## src/rtl/core/lcdseq_pkg.sv

```systemverilog
`timescale 1ns / 1ps
// ----------------------------------------------------------------------------
// lcdseq_pkg
// Types, command codes and timing constants shared by the 4-bit character LCD
// command sequencer.
// ----------------------------------------------------------------------------
package lcdseq_pkg;

  localparam int COLUMNS_DEF = 20;
  localparam int ROWS_DEF    = 4;
  localparam int QUEUE_DEPTH = 2;
  localparam int CGRAM_BYTES = 64;
  localparam int CGRAM_AW    = $clog2(CGRAM_BYTES);

  localparam logic [6:0] ROW1_BASE  = 7'd64;
  localparam logic [6:0] ROW2_RESET = 7'd20;
  localparam logic [6:0] ROW3_RESET = 7'd84;

  localparam logic [15:0] EDGE_US    = 16'd10;
  localparam logic [15:0] CMD_US     = 16'd40;
  localparam logic [15:0] CLEAR_US   = 16'd2000;
  localparam logic [15:0] POWERUP_US = 16'd50000;

  localparam logic [7:0] CMD_CLEAR     = 8'h01;
  localparam logic [7:0] CMD_DISPLAY   = 8'h08;
  localparam logic [7:0] CMD_SET_CGRAM = 8'h40;
  localparam logic [7:0] CMD_SET_DDRAM = 8'h80;

  // request kinds
  localparam logic [2:0] KIND_INIT   = 3'd0;
  localparam logic [2:0] KIND_CLEAR  = 3'd1;
  localparam logic [2:0] KIND_CONFIG = 3'd2;
  localparam logic [2:0] KIND_GOTO   = 3'd3;
  localparam logic [2:0] KIND_CHAR   = 3'd4;
  localparam logic [2:0] KIND_GLYPH  = 3'd5;
  localparam logic [2:0] KIND_LIGHT  = 3'd6;

  // config register indexes
  localparam logic REG_ROW2_BASE = 1'b0;
  localparam logic REG_ROW3_BASE = 1'b1;

  localparam logic [4:0] INIT_LAST_NIB  = 5'd13;
  localparam logic [4:0] BYTE_LAST_NIB  = 5'd1;
  localparam logic [4:0] GLYPH_LAST_NIB = 5'd19;
  localparam logic [3:0] GLYPH_CGRAM_BYTE = 4'd0;
  localparam logic [3:0] GLYPH_HOME_BYTE  = 4'd9;

  typedef enum logic [1:0] {
    OP_INIT  = 2'd0,
    OP_BYTE  = 2'd1,
    OP_GLYPH = 2'd2,
    OP_LIGHT = 2'd3
  } op_t;

  typedef struct packed {
    op_t         op;
    logic        rs;
    logic [7:0]  cmd;
    logic        long_wait;
    logic [63:0] rows;
    logic        light;
  } desc_t;

  typedef struct packed {
    logic        reg_select;
    logic        enable_pin;
    logic [3:0]  data_nibble;
    logic        backlight;
    logic [15:0] hold_us;
    logic        last;
  } phase_t;

  // wake-up nibbles, then function set, display on, clear, entry mode, home
  function automatic logic [3:0] init_nib(input logic [3:0] idx);
    logic [3:0] n;
    unique case (idx)
      4'd0, 4'd1, 4'd2: n = 4'h3;
      4'd3, 4'd4:       n = 4'h2;
      4'd5:             n = 4'h8;
      4'd7:             n = 4'hE;
      4'd9:             n = 4'h1;
      4'd11:            n = 4'h6;
      4'd12:            n = 4'h8;
      default:          n = 4'h0;
    endcase
    return n;
  endfunction

  function automatic logic [15:0] init_extra(input logic [3:0] idx);
    logic [15:0] e;
    unique case (idx)
      4'd0:                   e = 16'd10000;
      4'd1:                   e = 16'd500;
      4'd9:                   e = 16'd5000;
      4'd5, 4'd7, 4'd11, 4'd13: e = 16'd50;
      default:                e = 16'd0;
    endcase
    return e;
  endfunction

endpackage

```

## src/rtl/core/lcdseq_queue.sv

```systemverilog
`timescale 1ns / 1ps
// ----------------------------------------------------------------------------
// lcdseq_queue
// Small register FIFO with registered head; used between front and back and
// on the result side.
// ----------------------------------------------------------------------------
module lcdseq_queue #(
  parameter int WIDTH = 8,
  parameter int DEPTH = 2
) (
  input  logic             clk,
  input  logic             rst,
  input  logic             wr,
  input  logic [WIDTH-1:0] wr_data,
  output logic             full,
  input  logic             rd,
  output logic [WIDTH-1:0] rd_data,
  output logic             empty
);

  localparam int AW = (DEPTH > 1) ? $clog2(DEPTH) : 1;
  localparam int CW = $clog2(DEPTH + 1);
  localparam logic [AW-1:0] LAST_PTR = AW'(DEPTH - 1);
  localparam logic [CW-1:0] DEPTH_CNT = CW'(DEPTH);

  logic [WIDTH-1:0] mem [DEPTH];
  logic [AW-1:0]    wr_ptr;
  logic [AW-1:0]    rd_ptr;
  logic [CW-1:0]    count;
  logic             do_wr;
  logic             do_rd;

  assign full    = (count == DEPTH_CNT);
  assign empty   = (count == '0);
  assign do_wr   = wr && !full;
  assign do_rd   = rd && !empty;
  assign rd_data = mem[rd_ptr];

  always_ff @(posedge clk) begin
    if (do_wr) begin
      mem[wr_ptr] <= wr_data;
    end
  end

  always_ff @(posedge clk) begin
    if (rst) begin
      wr_ptr <= '0;
      rd_ptr <= '0;
      count  <= '0;
    end else begin
      if (do_wr) begin
        wr_ptr <= (wr_ptr == LAST_PTR) ? '0 : wr_ptr + AW'(1);
      end
      if (do_rd) begin
        rd_ptr <= (rd_ptr == LAST_PTR) ? '0 : rd_ptr + AW'(1);
      end
      if (do_wr && !do_rd) begin
        count <= count + CW'(1);
      end else if (do_rd && !do_wr) begin
        count <= count - CW'(1);
      end
    end
  end

endmodule

```

## src/rtl/core/lcdseq_front.sv

```systemverilog
`timescale 1ns / 1ps
// ----------------------------------------------------------------------------
// lcdseq_front
// Accepts requests, holds the row base registers and turns each request into
// a command descriptor for the back end.
// ----------------------------------------------------------------------------
module lcdseq_front import lcdseq_pkg::*; #(
  parameter int COLUMNS = COLUMNS_DEF,
  parameter int ROWS    = ROWS_DEF
) (
  input  logic        clk,
  input  logic        rst,
  input  logic        cfg_we,
  input  logic        cfg_addr,
  input  logic [6:0]  cfg_data,
  input  logic        req_valid,
  input  logic [2:0]  kind,
  input  logic [7:0]  char_code,
  input  logic [5:0]  col,
  input  logic [1:0]  row_sel,
  input  logic        display_on,
  input  logic        cursor_on,
  input  logic        blink_on,
  input  logic        backlight_on,
  input  logic [2:0]  glyph_slot,
  input  logic [63:0] glyph_rows,
  output logic        desc_valid,
  output desc_t       desc
);

  logic [6:0] row2_base;
  logic [6:0] row3_base;
  logic [5:0] col_tab [64];
  logic [1:0] row_tab [4];
  logic [5:0] col_m;
  logic [6:0] base;
  logic [6:0] ddram_addr;
  logic [CGRAM_AW-1:0] cgram_addr;

  always_ff @(posedge clk) begin
    if (rst) begin
      row2_base <= ROW2_RESET;
      row3_base <= ROW3_RESET;
    end else if (cfg_we) begin
      unique case (cfg_addr)
        REG_ROW2_BASE: row2_base <= cfg_data;
        REG_ROW3_BASE: row3_base <= cfg_data;
        default: ;
      endcase
    end
  end

  // constant remainder tables
  always_comb begin
    for (int i = 0; i < 64; i++) begin
      col_tab[i] = 6'(i % COLUMNS);
    end
    for (int j = 0; j < 4; j++) begin
      row_tab[j] = 2'(j % ROWS);
    end
  end

  assign col_m = col_tab[col];

  always_comb begin
    unique case (row_tab[row_sel])
      2'd0:    base = 7'd0;
      2'd1:    base = ROW1_BASE;
      2'd2:    base = row2_base;
      default: base = row3_base;
    endcase
  end

  assign ddram_addr = base + {1'b0, col_m};
  assign cgram_addr = CGRAM_AW'({glyph_slot, 3'b000});

  always_comb begin
    desc_valid     = req_valid;
    desc.op        = OP_BYTE;
    desc.rs        = 1'b0;
    desc.cmd       = 8'h00;
    desc.long_wait = 1'b0;
    desc.rows      = glyph_rows;
    desc.light     = backlight_on;
    unique case (kind)
      KIND_INIT: desc.op = OP_INIT;
      KIND_CLEAR: begin
        desc.cmd       = CMD_CLEAR;
        desc.long_wait = 1'b1;
      end
      KIND_CONFIG: desc.cmd = CMD_DISPLAY | {5'd0, display_on, cursor_on, blink_on};
      KIND_GOTO:   desc.cmd = CMD_SET_DDRAM | {1'b0, ddram_addr};
      KIND_CHAR: begin
        desc.rs  = 1'b1;
        desc.cmd = char_code;
      end
      KIND_GLYPH: begin
        desc.op  = OP_GLYPH;
        desc.cmd = CMD_SET_CGRAM | {2'b00, cgram_addr};
      end
      KIND_LIGHT: desc.op = OP_LIGHT;
      default: desc_valid = 1'b0;
    endcase
  end

endmodule

```

## src/rtl/core/lcdseq_back.sv

```systemverilog
`timescale 1ns / 1ps
// ----------------------------------------------------------------------------
// lcdseq_back
// Walks one command descriptor through its nibbles and bus phases, one phase
// per cycle while the output queue has room, and keeps the backlight level.
// ----------------------------------------------------------------------------
module lcdseq_back import lcdseq_pkg::*; (
  input  logic   clk,
  input  logic   rst,
  input  logic   desc_empty,
  input  desc_t  desc_head,
  output logic   desc_pop,
  input  logic   out_full,
  output logic   out_wr,
  output phase_t out_phase
);

  logic        busy;
  desc_t       cur;
  logic [4:0]  nib_idx;
  logic [1:0]  ph;
  logic        lead;
  logic        bl;

  logic        emit;
  logic        take;
  logic        nib_last;
  logic        rs;
  logic [3:0]  nib;
  logic [15:0] extra;
  logic [3:0]  byte_no;
  logic [2:0]  row_no;
  logic [7:0]  cur_byte;

  assign byte_no = nib_idx[4:1];
  assign row_no  = 3'(byte_no - 4'd1);

  always_comb begin
    if (byte_no == GLYPH_CGRAM_BYTE) begin
      cur_byte = cur.cmd;
    end else if (byte_no == GLYPH_HOME_BYTE) begin
      cur_byte = CMD_SET_DDRAM;
    end else begin
      cur_byte = cur.rows[{row_no, 3'b000} +: 8];
    end
  end

  always_comb begin
    rs       = 1'b0;
    nib      = 4'h0;
    extra    = 16'd0;
    nib_last = 1'b0;
    unique case (cur.op)
      OP_INIT: begin
        nib      = init_nib(nib_idx[3:0]);
        extra    = init_extra(nib_idx[3:0]);
        nib_last = (nib_idx == INIT_LAST_NIB);
      end
      OP_BYTE: begin
        rs       = cur.rs;
        nib      = nib_idx[0] ? cur.cmd[3:0] : cur.cmd[7:4];
        extra    = !nib_idx[0] ? 16'd0 : (cur.long_wait ? CLEAR_US : CMD_US);
        nib_last = (nib_idx == BYTE_LAST_NIB);
      end
      OP_GLYPH: begin
        rs       = (byte_no != GLYPH_CGRAM_BYTE) && (byte_no != GLYPH_HOME_BYTE);
        nib      = nib_idx[0] ? cur_byte[3:0] : cur_byte[7:4];
        extra    = nib_idx[0] ? CMD_US : 16'd0;
        nib_last = (nib_idx == GLYPH_LAST_NIB);
      end
      default: ;
    endcase
  end

  always_comb begin
    out_phase.reg_select  = rs;
    out_phase.enable_pin  = (ph == 2'd1);
    out_phase.data_nibble = nib;
    out_phase.backlight   = bl;
    out_phase.hold_us     = (ph == 2'd2) ? EDGE_US + extra : EDGE_US;
    out_phase.last        = (ph == 2'd2) && nib_last;
    if (cur.op == OP_INIT) begin
      out_phase.backlight = 1'b0;
    end
    if (lead) begin
      out_phase.reg_select  = 1'b0;
      out_phase.enable_pin  = 1'b0;
      out_phase.data_nibble = 4'h0;
      out_phase.hold_us     = POWERUP_US;
      out_phase.last        = 1'b0;
    end else if (cur.op == OP_LIGHT) begin
      out_phase.reg_select  = 1'b0;
      out_phase.enable_pin  = 1'b0;
      out_phase.data_nibble = 4'h0;
      out_phase.backlight   = cur.light;
      out_phase.hold_us     = 16'd0;
      out_phase.last        = 1'b1;
    end
  end

  assign emit     = busy && !out_full;
  assign out_wr   = emit;
  assign take     = !busy || (emit && out_phase.last);
  assign desc_pop = take && !desc_empty;

  always_ff @(posedge clk) begin
    if (desc_pop) begin
      cur <= desc_head;
    end
  end

  always_ff @(posedge clk) begin
    if (rst) begin
      busy    <= 1'b0;
      nib_idx <= '0;
      ph      <= '0;
      lead    <= 1'b0;
      bl      <= 1'b0;
    end else begin
      if (emit) begin
        if (cur.op == OP_INIT) begin
          bl <= 1'b0;
        end else if (cur.op == OP_LIGHT) begin
          bl <= cur.light;
        end
      end
      if (desc_pop) begin
        busy    <= 1'b1;
        nib_idx <= '0;
        ph      <= '0;
        lead    <= (desc_head.op == OP_INIT);
      end else begin
        if (take) begin
          busy <= 1'b0;
        end
        if (emit) begin
          if (lead) begin
            lead <= 1'b0;
          end else if (ph == 2'd2) begin
            ph      <= 2'd0;
            nib_idx <= nib_idx + 5'd1;
          end else begin
            ph <= ph + 2'd1;
          end
        end
      end
    end
  end

endmodule

```

## src/rtl/core/char_lcd_4bit_command_sequencer_top.sv

```systemverilog
`timescale 1ns / 1ps
// ----------------------------------------------------------------------------
// char_lcd_4bit_command_sequencer_top
// 4-bit character LCD command sequencer: requests in, timed bus phases out.
// ----------------------------------------------------------------------------
// A request is registered in the descriptor queue, then in the phase sequencer.
// Throughput: one bus phase per cycle from the phase sequencer while the output
//   buffer has room; the next request is popped as the last phase is emitted.
// Requests queue in a 2-word buffer, phases in a 2-word output buffer.
// Reset: synchronous; row bases return to 20/84, backlight level to off.
module char_lcd_4bit_command_sequencer_top import lcdseq_pkg::*; #(
  parameter int COLUMNS = COLUMNS_DEF,
  parameter int ROWS    = ROWS_DEF
) (
  input  logic        clk,
  input  logic        rst,
  input  logic        cfg_we,
  input  logic        cfg_addr,
  input  logic [6:0]  cfg_data,
  input  logic        push,
  output logic        full,
  input  logic [2:0]  kind,
  input  logic [7:0]  char_code,
  input  logic [5:0]  col,
  input  logic [1:0]  row_sel,
  input  logic        display_on,
  input  logic        cursor_on,
  input  logic        blink_on,
  input  logic        backlight_on,
  input  logic [2:0]  glyph_slot,
  input  logic [63:0] glyph_rows,
  output logic        empty,
  input  logic        pop,
  output logic        reg_select,
  output logic        enable_pin,
  output logic [3:0]  data_nibble,
  output logic        backlight,
  output logic [15:0] hold_us,
  output logic        last
);

  logic   desc_valid;
  desc_t  desc;
  logic   desc_empty;
  desc_t  desc_head;
  logic   desc_pop;
  logic   out_full;
  logic   out_wr;
  phase_t out_phase;
  phase_t head_phase;

  lcdseq_front #(
    .COLUMNS(COLUMNS),
    .ROWS   (ROWS)
  ) u_front (
    .clk         (clk),
    .rst         (rst),
    .cfg_we      (cfg_we),
    .cfg_addr    (cfg_addr),
    .cfg_data    (cfg_data),
    .req_valid   (push),
    .kind        (kind),
    .char_code   (char_code),
    .col         (col),
    .row_sel     (row_sel),
    .display_on  (display_on),
    .cursor_on   (cursor_on),
    .blink_on    (blink_on),
    .backlight_on(backlight_on),
    .glyph_slot  (glyph_slot),
    .glyph_rows  (glyph_rows),
    .desc_valid  (desc_valid),
    .desc        (desc)
  );

  lcdseq_queue #(
    .WIDTH($bits(desc_t)),
    .DEPTH(QUEUE_DEPTH)
  ) u_desc_q (
    .clk    (clk),
    .rst    (rst),
    .wr     (desc_valid),
    .wr_data(desc),
    .full   (full),
    .rd     (desc_pop),
    .rd_data(desc_head),
    .empty  (desc_empty)
  );

  lcdseq_back u_back (
    .clk       (clk),
    .rst       (rst),
    .desc_empty(desc_empty),
    .desc_head (desc_head),
    .desc_pop  (desc_pop),
    .out_full  (out_full),
    .out_wr    (out_wr),
    .out_phase (out_phase)
  );

  lcdseq_queue #(
    .WIDTH($bits(phase_t)),
    .DEPTH(QUEUE_DEPTH)
  ) u_out_q (
    .clk    (clk),
    .rst    (rst),
    .wr     (out_wr),
    .wr_data(out_phase),
    .full   (out_full),
    .rd     (pop),
    .rd_data(head_phase),
    .empty  (empty)
  );

  assign reg_select  = head_phase.reg_select;
  assign enable_pin  = head_phase.enable_pin;
  assign data_nibble = head_phase.data_nibble;
  assign backlight   = head_phase.backlight;
  assign hold_us     = head_phase.hold_us;
  assign last        = head_phase.last;

endmodule

```

## config.mk

```make
export PLATFORM = sky130hd
export DESIGN_NAME = char_lcd_4bit_command_sequencer_top
export DESIGN_NICKNAME = d
export VERILOG_FILES = /design/src/rtl/core/lcdseq_pkg.sv /design/src/rtl/core/lcdseq_queue.sv /design/src/rtl/core/lcdseq_front.sv /design/src/rtl/core/lcdseq_back.sv /design/src/rtl/core/char_lcd_4bit_command_sequencer_top.sv
export SDC_FILE = /design/constraint.sdc
export NUM_CORES = 1
export LEC_CHECK = 0
export CORE_ASPECT_RATIO = 0.9
export CORE_MARGIN = 3
export CORE_UTILIZATION = 50
export DETAILED_ROUTE_END_ITERATION = 16
export DONT_BUFFER_PORTS = 1
export GPL_TIMING_DRIVEN = 1
export PLACE_DENSITY = 0.76
export SLEW_MARGIN = 5
export SYNTH_ARGS = -nofsm -noshare
export SYNTH_HDL_FRONTEND = slang
export SYNTH_SLANG_ARGS = --single-unit
```

## constraint.sdc

```tcl
create_clock -name clk -period 4.4 [get_ports clk]
set_clock_uncertainty 0.1 [all_clocks]
set_input_delay 0.22 -clock clk [delete_from_list [all_inputs] [get_ports clk]]
set_output_delay 0.22 -clock clk [all_outputs]
set_load 0.01 [all_outputs]
```

# Word-level counts from Yosys, hierarchy flattened
# Memory sizes are Yosys's and may differ from the RTL's. A register that Yosys moved wholly into a read port is not among the register bits.
# Cells that the tools add are included.
[totals]
elab_cells = 168
register_bits = 109
memories = 4
output_inout_bits = 26
mem_bits_rw = 202
in_bits = 103
romBits = 448
[memory_table]
columns = ["memory", "words", "width", "read_ports", "rd_ports_with_merged_regs", "write_ports", "line_no", "source"]
rows = [
  ["(name not given)", 64, 6, 1, 0, 0, "lcdseq_front.sv:63", "assign col_m = col_tab[col];"],
  ["u_desc_q.mem", 2, 77, 1, 1, 1, "lcdseq_queue.sv:26", "logic [WIDTH-1:0] mem [DEPTH];"],
  ["(name not given)", 16, 4, 1, 1, 0, "lcdseq_pkg.sv:76", "unique case (idx)"],
  ["u_out_q.mem", 2, 24, 1, 1, 1, "lcdseq_queue.sv:26", ""],
]
[classes]
eq_ne = 26
mux = 54
shifts = 1
n_reduce_logical = 45
n_bitwise = 4
addsub = 13
n_lt_le_gt_ge = 2
[op_table]
columns = ["cell", "n"]
rows = [
  ["$shiftx 64x7->8", 1],
  ["$pmux 14 s4", 1],
  ["$pmux 16 s3", 1],
  ["$pmux 8 s5", 1],
  ["$mux 16", 2],
  ["$mux 24", 1],
  ["$mux 6", 4],
  ["$mux 1", 23],
  ["$pmux 7 s3", 1],
  ["$mux 17", 1],
  ["$add 4x16->16 const A", 1],
  ["$eq 4x4->1 const B", 4],
  ["$mux 4", 4],
  ["$mux 8", 2],
  ["$mux 2", 7],
  ["$logic_and 1x1->1", 13],
  ["$eq 2x2->1 const B", 6],
  ["$pmux 4 s3", 1],
  ["$mux 11", 1],
  ["$logic_not 2->1", 5],
  ["$reduce_bool 2->1", 5],
  ["$eq 3x3->1 const B", 3],
  ["$logic_not 1->1", 9],
  ["$eq 4x3->1 const B", 2],
  ["32 further kinds", 46],
]

# Logic depth before layout (Yosys ltp)
# Gate-level depths: netlist (run 1).
[logic_depth]
ltp_word = 15
depth_mapped = 11
mapped_depth_nobuf = 11

# Hierarchy
# Synthesis (run 1) repeated with hierarchy kept, for this count alone.
[unflattened]
hier_cells = 923
hier_area_um2 = 14041.0
[by_module_without_submodules]
columns = ["module", "cells_each", "area_per_inst_um2", "n_inst", "seq_area_each_um2"]
rows = [
  ["lcdseq_queue (u_desc_q)", 265, 5891.9, 1, 4724.5],
  ["lcdseq_back", 341, 4516.8, 1, 2592.5],
  ["lcdseq_queue (u_out_q)", 100, 1944.4, 1, 1541.5],
  ["lcdseq_front", 217, 1687.9, 1, 280.3],
]

# Least setup slack after synthesis (run 1)
# No wires, ideal clock.
[synth_path]
path_type = "reg-to-reg"
startpoint = "register u_desc_q.count[0]"
endpoint = "memory u_desc_q.mem[0][0] (netlist name) (enable)"
stages_incl_launch_ff = 5
slack_ns = -0.214
required_time_ns = 3.787
synth_period_minus_slack_ns = 4.614
n_path_buf = 1
arrival_ns = 4.001
setup_ns = 0.513
path_cell_list = "dfxtp_1 > buf_2 > nor2b_1 > nand3b_1 > nor2_1"
[synth_via]
elab_chain_len = 5
[synth_lines]
columns = ["item", "line_no", "source"]
rows = [
  ["start, declared", "lcdseq_queue.sv:29", "logic [CW-1:0] count;"],
  ["start signal, assigned", "lcdseq_queue.sv:58", "count <= count + CW'(1);"],
  ["start signal, assigned", "lcdseq_queue.sv:60", "count <= count - CW'(1);"],
  ["$eq 2x2->1", "lcdseq_queue.sv:33", "assign full = (count == DEPTH_CNT);"],
  ["net full", "char_lcd_4bit_command_sequencer_top.sv:21", "output logic full,"],
  ["$logic_not 1->1", "lcdseq_queue.sv:35", "assign do_wr = wr && !full;"],
  ["$logic_and 1x1->1", "lcdseq_queue.sv:35", ""],
  ["$mux 1", "lcdseq_queue.sv:40", "if (do_wr) begin"],
  ["$mux 1 (implied by the code)", "lcdseq_queue.sv:41", "mem[wr_ptr] <= wr_data;"],
  ["end, declared", "lcdseq_queue.sv:26", ""],
]
# The timed path passes the listed nets, and every way through them passes these cells.

==> out/qor.yml, run 1 <==
die:
  ios: 129
  floorplan.initialDensity_pct: 50.93
  die_y_um: 160.8
  dieArea_um2: 28620
  core_um2: 26140
  rows: 56
  fp.dieW_um: 178.0
worst_setup_path:
  cp_max_fo: 12
  timing.rr.start: "u_back.cur[75]"
  critPathKind: "reg -> reg"
  reg2reg_depth: 11
  critPathRequiredTime_ns: 4.69
  critPathArrivalTime_ns: 3.47
  r2r_slack_ns: 1.22
  start_kind: "register"
  end_kind: "register"
power_and_ir_drop:
  p_per_area_nw_per_um2: 557.9
  power.leakage_nw: 5.426
  peakVddDrop_uv: 431.7
timing:
  min_period_ns: 3.183
  fin_crit_sh_pct: 72.35
  slew_violations: 0
  tightest_slew_ns: 1.071
  relSlewSlack_pct: 28.57
  setup_viol: 0
  fmaxAchievable_ghz: 0.3141
  fin_ws_ns: 1.217
  rsz0062_at_grt: "no"
  hold_violations: 0
  fin_tns_setup_ns: 0
min_path:
  whs_endpoint: "u_desc_q.mem[0][69]"
  hold_path.class: "in -> reg"
  hold_path_depth: 3
  min-delay-start: "kind[1]"
global_routing:
  overflow: 0
  grt_pass1_vias: 7547
  grt_pass1_wl_mm: 40.14
  globalRouteTotalUtil_pct: 17.57
  antenna_found_initial: 3
  grt_max_degree: 49
place:
  place_ws_ns: 1.265
  dp_hpwl_mm: 16.05
  portBuffers: 0
  globalplace.congestion: 0.8475
flow_run:
  maxCapViolCount: 0
logic_synthesis:
  ys_types: 71
  ys_async_sr_fraction_pct: 0
  synth_top_area_share_pct: 62.04
  synth_edf_count: 275
  synth_area_um2: 13310
  syn_inst: 854
  yosysMostFrequentCell: "edfxtp_1"
  synth_common_cells: "edfxtp_1, mux2_2, nand2_1"
  ys_seq_area_share_pct: 67.76
  syn_nets: 984
  synth_ff_type: "edfxtp_1"
  synth.area.top_cells: "edfxtp_1, mux2_2, dfxtp_1"
  yosysTopAreaCell: "edfxtp_1"
  synth.avg_cell_area_um2: 15.59
  synth-seq-cells: 313
  ys_warn_count: 0
outcome:
  status: "finished, final reports clean"
routing:
  routed_wl_mm: 25.12
  vias_per_cell: 5.508
  ant_nets: 0
  first_iter_violations: 576
  routedWlPerCell_um: 18.76
  first_pass_iters: 5
  detail_route.drc_violations: 0
  vias: 7375
cells_and_area:
  syn_to_final_growth_pct: 17.20
  nNetsFinal: 1095
  multi_input_area_um2: 3989
  ff_latch_area_um2: 9022
  n_fill_cell: 1903
  drive_gt1_share_pct: 19.33
clock_network:
  ctsResizeCount: 0
  path_clk_slew_ns: 0.07
  cts_buffers: 31
  clk_latency_ns: 0.55
  cts.sinks: 313
  cts-root-buf: "clkbuf_16"
  cts_tree: "built"
  cts_setup_buffers: 0
  ctsLongestPathBuffers: 3
  htree_num_levels: 1
  postCtsHoldBufs: 101
critical path, stage by stage (launching register included):
cell	delay (ns)
edfxtp_1	0.42
inv_1	0.13
ha_1	0.29
nor3b_1	0.18
o221a_1	0.28
a211o_1	0.49
or2_1	0.36
ha_1	0.21
o21ai_0	0.07
nand2_1	0.07
o21ai_0	0.32
a2111oi_4	0.09
cell usage in the layout (no fill, tap or decap), types with 12 or more instances in the layout:
master,synthesis,routed
mux4_2,17,17
dlygate4sd3_1,0,101
clkbuf_1,9,12
mux2i_1,14,14
dfxtp_1,38,37
nor2b_1,16,16
mux2_2,107,107
clkbuf_16,0,31
a21oi_1,36,36
nor2_1,34,32
o21ai_0,16,16
ha_1,26,26
edfxtp_1,275,275
nand3_1,16,16
inv_1,33,32
nand2_1,48,48
nand2b_1,13,13
kinds of logic (layout without fill, tap and decap cells):
kind of cell | Yosys count | after routing | share of synthesized area [%]
AO/OA/AOI/OAI | 121 | 121 | 6.242
XOR/XNOR | 19 | 19 | 1.391
adder cells (fa/ha/maj) | 27 | 27 | 2.594
buffers and inverters | 67 | 201 | 2.388
flip-flops | 313 | 313 | 67.76
multiplexers | 139 | 139 | 13.07
other | 1 | 4 | 0.02817
AND/OR/NAND/NOR | 167 | 167 | 6.533
report_power, final:
part | switching [mW] | leakage, nW | total [mW] | internal [mW]
sequential | 0.315 | 2.89 | 4.47 | 4.16
clock | 1.04 | 0.453 | 2.41 | 1.36
combinational | 1.06 | 2.08 | 1.82 | 0.764
total | 2.42 | 5.43 | 8.70 | 6.28
worst max-delay path by stage:
stage,slack [ns],endpoint,cells past startpoint,startpoint
floorplan,-0.21,u_desc_q.mem[0][0],4,u_desc_q.count[0]
global placement,1.38,register,11,u_back.cur[75]
detailed placement,1.27,register,11,u_back.cur[75]
CTS,1.23,register,11,u_back.cur[75]
global route,0.94,register,10,u_back.cur[76]
finish,1.22,register,11,u_back.cur[75]
final cells by class:
type / count / area share (%)
Antenna cell: 3 / 0.04812
Clock buffer: 43 / 5.261
Clock inverter: 13 / 0.6898
Inverter: 33 / 0.7940
Multi-Input combinational cell: 474 / 25.57
Sequential cell: 313 / 57.84
Tap cell: 348 / 2.791
Timing Repair Buffer: 112 / 7.010
flip-flops by register name (all words and copies together) (netlist names), 2 cells and up, named ones only:
signal / cells
u_desc_q.mem: 154
u_out_q.count: 2
u_back.nib_idx: 5
u_back.ph: 2
u_desc_q.count: 2
u_front.row2_base: 7
u_front.row3_base: 7
u_out_q.mem: 44
u_back.cur: 77
layer usage:
metal | track usage, % | wire length [um]
met1 | 24.31 | 10950
met2 | 28.53 | 12170
met4 | 4.104 | 455
met3 | 3.995 | 1540
met5 | 0 | 0
stage by stage:
step	hold slack, ns	cells	cell area (um2)	util, %	power, mW
after floorplan	0.1891	854	13310	-	5.788
after global placement	0.1917	1179	13650	52.24	6.221
after detailed placement	0.1933	1179	13650	52.24	6.271
after CTS	0.0004173	1336	15590	59.66	8.783
after global routing	0.01290	1339	15600	59.69	9.131
final	0.03013	1339	15600	59.69	8.703
Power figures use the tool's default switching activity.
==> run 2, diff against run 1 <==
--- a/config.mk
+++ b/config.mk
@@ -11,7 +11,7 @@
 export DETAILED_ROUTE_END_ITERATION = 16
 export DONT_BUFFER_PORTS = 1
 export GPL_TIMING_DRIVEN = 1
-export PLACE_DENSITY = 0.76
+export PLACE_DENSITY = 0.73
 export SLEW_MARGIN = 5
 export SYNTH_ARGS = -nofsm -noshare
 export SYNTH_HDL_FRONTEND = slang
==> constraint.sdc (replaced) <==
create_clock -name clk -period 3.2 [get_ports clk]
set_clock_uncertainty 0.1 [all_clocks]
set_input_delay 0.16 -clock clk [delete_from_list [all_inputs] [get_ports clk]]
set_output_delay 0.16 -clock clk [all_outputs]
set_load 0.01 [all_outputs]
==> run 2 against run 1 <==
Compared with the run above:
- critical path depth is the same
- highest routed layer unchanged
- power grew 39%
- cell count grew 0.82%
==> out/qor.yml, run 2 (synthesized netlist as in run 1, its figures left out) <==
worst_setup_path:
  cp_max_fo: 7
  start_kind: "register"
  r2r_slack_ns: 0.29
  timing.rr.start: "u_back.cur[76]"
  end_kind: "register"
  critPathKind: "reg -> reg"
  critPathArrivalTime_ns: 3.24
  critPathRequiredTime_ns: 3.53
  critPathLaunch: "u_back.cur[76]"
timing:
  fin_ws_ns: 0.2907
  tightest_slew_ns: 0.9839
  rsz0062_at_grt: "no"
  fin_hold_ws_ns: 0.01560
  relSlewSlack_pct: 34.32
  fmaxAchievable_ghz: 0.3437
  fin_crit_sh_pct: 90.91
  hold_violations: 0
  min_period_ns: 2.909
  setup_viol: 0
  fin_tns_setup_ns: 0
  slew_violations: 0
global_routing:
  grt_max_degree: 78
  grt_pass1_vias: 7628
  antenna_found_initial: 0
  globalRouteTotalUtil_pct: 18.22
  grt_pass1_wl_mm: 41.18
  overflow: 0
clock_network:
  cts_buffers: 31
  path_clk_slew_ns: 0.07
  ctsLongestPathBuffers: 3
  cts.sinks: 313
  htree_num_levels: 1
  cts-root-buf: "clkbuf_16"
  cts_setup_buffers: 0
  clk_latency_ns: 0.55
  cts_tree: "built"
cells_and_area:
  max_flop_register: "u_desc_q.mem"
  mostFrequentLayoutCells: "edfxtp_1, mux2_2, dlygate4sd3_1"
  drive_gt1_share_pct: 20.56
  nNetsFinal: 1109
  final_common_cell: "edfxtp_1"
  largest_register_ffs: 154
  design_area_um2: 15840
  reg.largest.list: "u_desc_q.mem: 154 flops, u_back.cur: 77 flops, u_out_q.mem: 44 flops"
  final_core_util_pct: 60.59
  syn_to_final_growth_pct: 18.97
  stdcell_count: 1350
  antenna_cells: 0
routing:
  routedWlPerCell_um: 19.29
  vias: 7467
  vias_per_cell: 5.531
  detail_route.drc_violations: 0
  ant_nets: 0
  first_pass_iters: 5
  first_iter_violations: 505
  routed_wl_mm: 26.04
power_and_ir_drop:
  power_frac_seq_pct: 50.8
  p_per_area_nw_per_um2: 765.3
  power.internal_mw: 8.722
  fin_total_pwr_mw: 12.12
  combPwrFrac_pct: 21.7
  power.leakage_nw: 5.530
  peakVddDrop_uv: 562.0
  swShare_pct: 28.02
  pwr-share-clk_pct: 27.4
  p_sw_mw: 3.396
min_path:
  hold_path.class: "in -> reg"
  min-delay-start: "glyph_slot[2]"
place:
  dpl_cell_area_um2: 13840
  globalplace.congestion: 0.8693
  place_ws_ns: 0.3017
  portBuffers: 0
  dp_hpwl_mm: 16.44
  placedCellCount: 1188
flow_run:
  maxCapViolCount: 0
die:
  floorplan.initialDensity_pct: 50.93
  dieArea_um2: 28620
  core_um2: 26140
  rows: 56
  die_y_um: 160.8
  ios: 129
  fp.dieW_um: 178.0
outcome:
  status: "finished, final reports clean"
==> run 2: changes by cell type in the layout (fill, tap and decap cells not counted), sizes merged <==
cell and change:
buf +9, clkbuf -6, clkinv +6, clkinvlp +2
diode -3, dlygate4sd3 +5, inv -2
==> run 2: routing by layer <==
layer  GRT usage, %  up-vias  routed length (um)
li1               -     3512                   -
met1          24.58     3691               11060
met2          30.37      212               12980
met3          3.428       52                1401
met4          5.103        0                 599
met5              0        -                   0
==> run 2: path summary, 6_finish.rpt <==
path | end | cells past startpoint
max | register | 11
min | u_desc_q.mem[1][71] | 2
min reg2reg | u_front.row3_base[4] | 2
max reg2reg | register | 11
==> run 2: layout make-up <==
| class | count | area, um2 |
|---|---|---|
| multi-input combinational | 474 | 3991 |
| tap | 348 | 435.4 |
| clock inverter | 19 | 126.4 |
| sequential | 313 | 9022 |
| clock buffer | 37 | 808.3 |
| inverter | 33 | 127.6 |
| fill | 1927 | 10300 |
| timing repair buffer | 126 | 1324 |
==> run 2: what timing repair did <==
item	4_1_cts	5_1_grt
hold buffers	106	0
endpoints found under the setup margin	0	2
hold endpoints to repair	190	0
gates resized for setup	0	1
==> run 2: power by group through the flow <==
stage          Combinational [mW]  Sequential [mW]  Clock (mW)
2_1_floorplan                1.94             6.00           0
3_3_place_gp                 2.47             6.22           0
3_5_place_dp                 2.51             6.26           0
4_1_cts                      2.66             6.17        3.38
5_1_grt                      2.89             6.26        3.56
6_report                     2.63             6.16        3.33
==> run 2: worst max-delay path: stages (launching register included) <==
cell and delay [ns]:
edfxtp_1 0.40, inv_1 0.09, ha_1 0.34, and3b_1 0.20, o221a_1 0.26, a211o_1 0.38
or2_1 0.31, ha_1 0.20, o21ai_0 0.07, nand2_1 0.07, o21ai_0 0.28, a2111oi_4 0.09
==> run 3, diff against run 2 <==
--- a/config.mk
+++ b/config.mk
@@ -15,4 +15,5 @@
 export SLEW_MARGIN = 5
 export SYNTH_ARGS = -nofsm -noshare
 export SYNTH_HDL_FRONTEND = slang
+export SYNTH_HIERARCHICAL = 1
 export SYNTH_SLANG_ARGS = --single-unit
==> run 3 against run 2 <==
Compared with the run above:
- register-to-register slack improved by 0.14 ns
- synthesized area increased by 5.5%
- utilization decreased by 1.6 points
- largest power group unchanged
- final area increased by 1.8%
- clock power increased by 14%
- global-route usage decreased by 0.89 points
- die area increased by 5.3%
- sequential share of layout area decreased by 0.24 points
- setup slack improved by 0.14 ns
- combinational power increased by 4%
==> out/qor.yml, run 3 <==
logic_synthesis:
  synth_ff_type: "edfxtp_1"
  syn_nets: 1053
  ys_async_sr_fraction_pct: 0
  synth_top_area_share_pct: 59.67
  synth_area_um2: 14040
  synth_common_cells: "edfxtp_1, mux2_2, buf_4"
  yosysTopAreaCell: "edfxtp_1"
  synth.avg_cell_area_um2: 15.21
  syn_inst: 923
  yosysMostFrequentCell: "edfxtp_1"
  ys_seq_area_share_pct: 65.09
  ys_types: 77
  synth-seq-cells: 317
  synth_edf_count: 279
  ys_warn_count: 6
  synth.area.top_cells: "edfxtp_1, mux2_2, dfxtp_1"
cells_and_area:
  n_fill_cell: 2019
  final_common_cell: "edfxtp_1"
  design_area_um2: 16110
  ff_latch_area_um2: 9143
  nNetsFinal: 1104
  final_core_util_pct: 58.99
  syn_to_final_growth_pct: 14.77
  drive_gt1_share_pct: 21.70
  largest_register_ffs: 154
  reg.largest.list: "u_desc_q/mem: 154 flops, u_back/cur: 77 flops, u_out_q/mem: 48 flops"
  mostFrequentLayoutCells: "edfxtp_1, dlygate4sd3_1, mux2_2"
  multi_input_area_um2: 4145
  max_flop_register: "u_desc_q/mem"
die:
  rows: 57
  fp.dieW_um: 182.6
  floorplan.initialDensity_pct: 51.40
  core_um2: 27310
  die_y_um: 165.0
  dieArea_um2: 30130
  ios: 129
power_and_ir_drop:
  power.leakage_nw: 5.598
  p_per_area_nw_per_um2: 783.3
  peakVddDrop_uv: 644.8
clock_network:
  htree_num_levels: 2
  cts_buffers: 34
  ctsLongestPathBuffers: 3
  path_clk_slew_ns: 0.06
  postCtsHoldBufs: 102
  clk_latency_ns: 0.51
  cts_tree: "built"
  ctsResizeCount: 0
  cts.sinks: 317
  cts_setup_buffers: 0
  cts-root-buf: "clkbuf_16"
global_routing:
  overflow: 0
  globalRouteTotalUtil_pct: 17.33
  antenna_found_initial: 3
  grt_max_degree: 79
  grt_pass1_vias: 7736
  grt_pass1_wl_mm: 41.30
routing:
  routed_wl_mm: 26.17
  first_pass_iters: 5
  ant_nets: 0
  vias: 7516
  vias_per_cell: 5.539
  detail_route.drc_violations: 0
  first_iter_violations: 463
  routedWlPerCell_um: 19.29
timing:
  relSlewSlack_pct: 27.60
  tightest_slew_ns: 1.082
  min_period_ns: 2.766
  fmaxAchievable_ghz: 0.3615
  slew_violations: 0
  hold_violations: 0
  rsz0062_at_grt: "no"
  fin_crit_sh_pct: 86.44
  setup_viol: 0
place:
  globalplace.congestion: 0.8685
  dpl_cell_area_um2: 13980
  dp_hpwl_mm: 16.44
  portBuffers: 0
min_path:
  hold_path.class: "in -> reg"
worst_setup_path:
  path_cells: "ha_4 > or3_4 > a2111oi_4 > a311o_2 > nor2_2 > inv_2 > ha_1 > o21ai_0 > a31oi_1 > and3_1"
  critPathRequiredTime_ns: 3.54
  cp_max_fo: 13
  start_kind: "register"
  critPathArrivalTime_ns: 3.11
  slowest_stage: "edfxtp_1"
  critPathMaxStageDelay_ns: 0.51
  critPathKind: "reg -> reg"
  end_kind: "register"
outcome:
  status: "finished, final reports clean"
flow_run:
  maxCapViolCount: 0
==> run 3: changes by cell type in the layout (fill, tap and decap cells not counted), moves of 5 or more <==
cell,previous run,this run
a21o_1,2,7
nand2b_1,13,6
nand3_1,16,11
inv_1,32,19
nor2b_1,16,24
mux2_2,107,77
o22ai_1,6,1
buf_12,9,4
mux2_4,0,30
o21ai_1,6,1
o21ai_0,16,26
==> run 3: critical path, delay by kind of cell (launching register included) <==
family / cells / cell delay (ns)
flip-flops: 1 / 0.51
buffers and inverters: 1 / 0.07
AND/OR/NAND/NOR: 3 / 0.60
adder cells (fa/ha/maj): 2 / 0.38
AO/OA/AOI/OAI: 4 / 1.05
==> run 3: layout make-up <==
type,count,area share [%]
antenna,3,0.04659
clock buffer,44,5.645
clock inverter,18,1.188
inverter,24,0.5668
multi-input combinational,480,25.72
sequential,317,56.74
tap,354,2.749
timing repair buffer,117,7.345
==> run 3: metrics by stage <==
step                      power [mW]  hold slack, ns  TNS [ns]  setup WS (ns)  std cells
after floorplan                8.164          0.1291    -1.541        -0.7006        923
after global placement         8.731          0.1293         0         0.5226       1190
after detailed placement       8.803          0.1336         0         0.4840       1190
after CTS                      12.75      0.00006267         0         0.4531       1354
after global routing           13.21         0.01484         0        0.08859       1357
final                          12.62         0.02625         0         0.4339       1357
==> run 3: final timing paths <==
check,cells past startpoint,slack (ns),start,end
worst max-delay path,10,0.43,u_back/cur[76],register
worst min-delay path,2,0.03,kind[0],u_desc_q/mem[0][69]
worst max register to register,10,0.43,u_back/cur[76],register
worst min register to register,2,0.37,u_front/row2_base[3],u_front/row2_base[3]
==> run 3: cell families (layout without fill, tap and decap cells) <==
kind of cell             Yosys count  in the layout  synth area share (%)
AND/OR/NAND/NOR                  178            178                 6.790
AO/OA/AOI/OAI                    123            123                 5.988
adder cells (fa/ha/maj)           27             27                 2.459
flip-flops                       317            317                 65.09
buffers and inverters            126            203                 5.748
other                              1              4               0.02671
XOR/XNOR                          15             15                0.9357
multiplexers                     136            136                 12.97
==> run 3: report_power, final <==
part / switching, mW / internal, mW
combinational: 1.51 / 1.24
sequential: 0.363 / 5.71
clock: 1.54 / 2.27
==> run 3: routing by layer <==
layer	wire length [um]	vias to the layer above	part of all wire [%]	global-route usage, %
met4	466	0	1.8	4.500
li1	-	3528	-	-
met5	0	-	0	0
met1	11280	3741	43	22.58
met3	1372	42	5.2	3.942
met2	13050	205	50	29.63
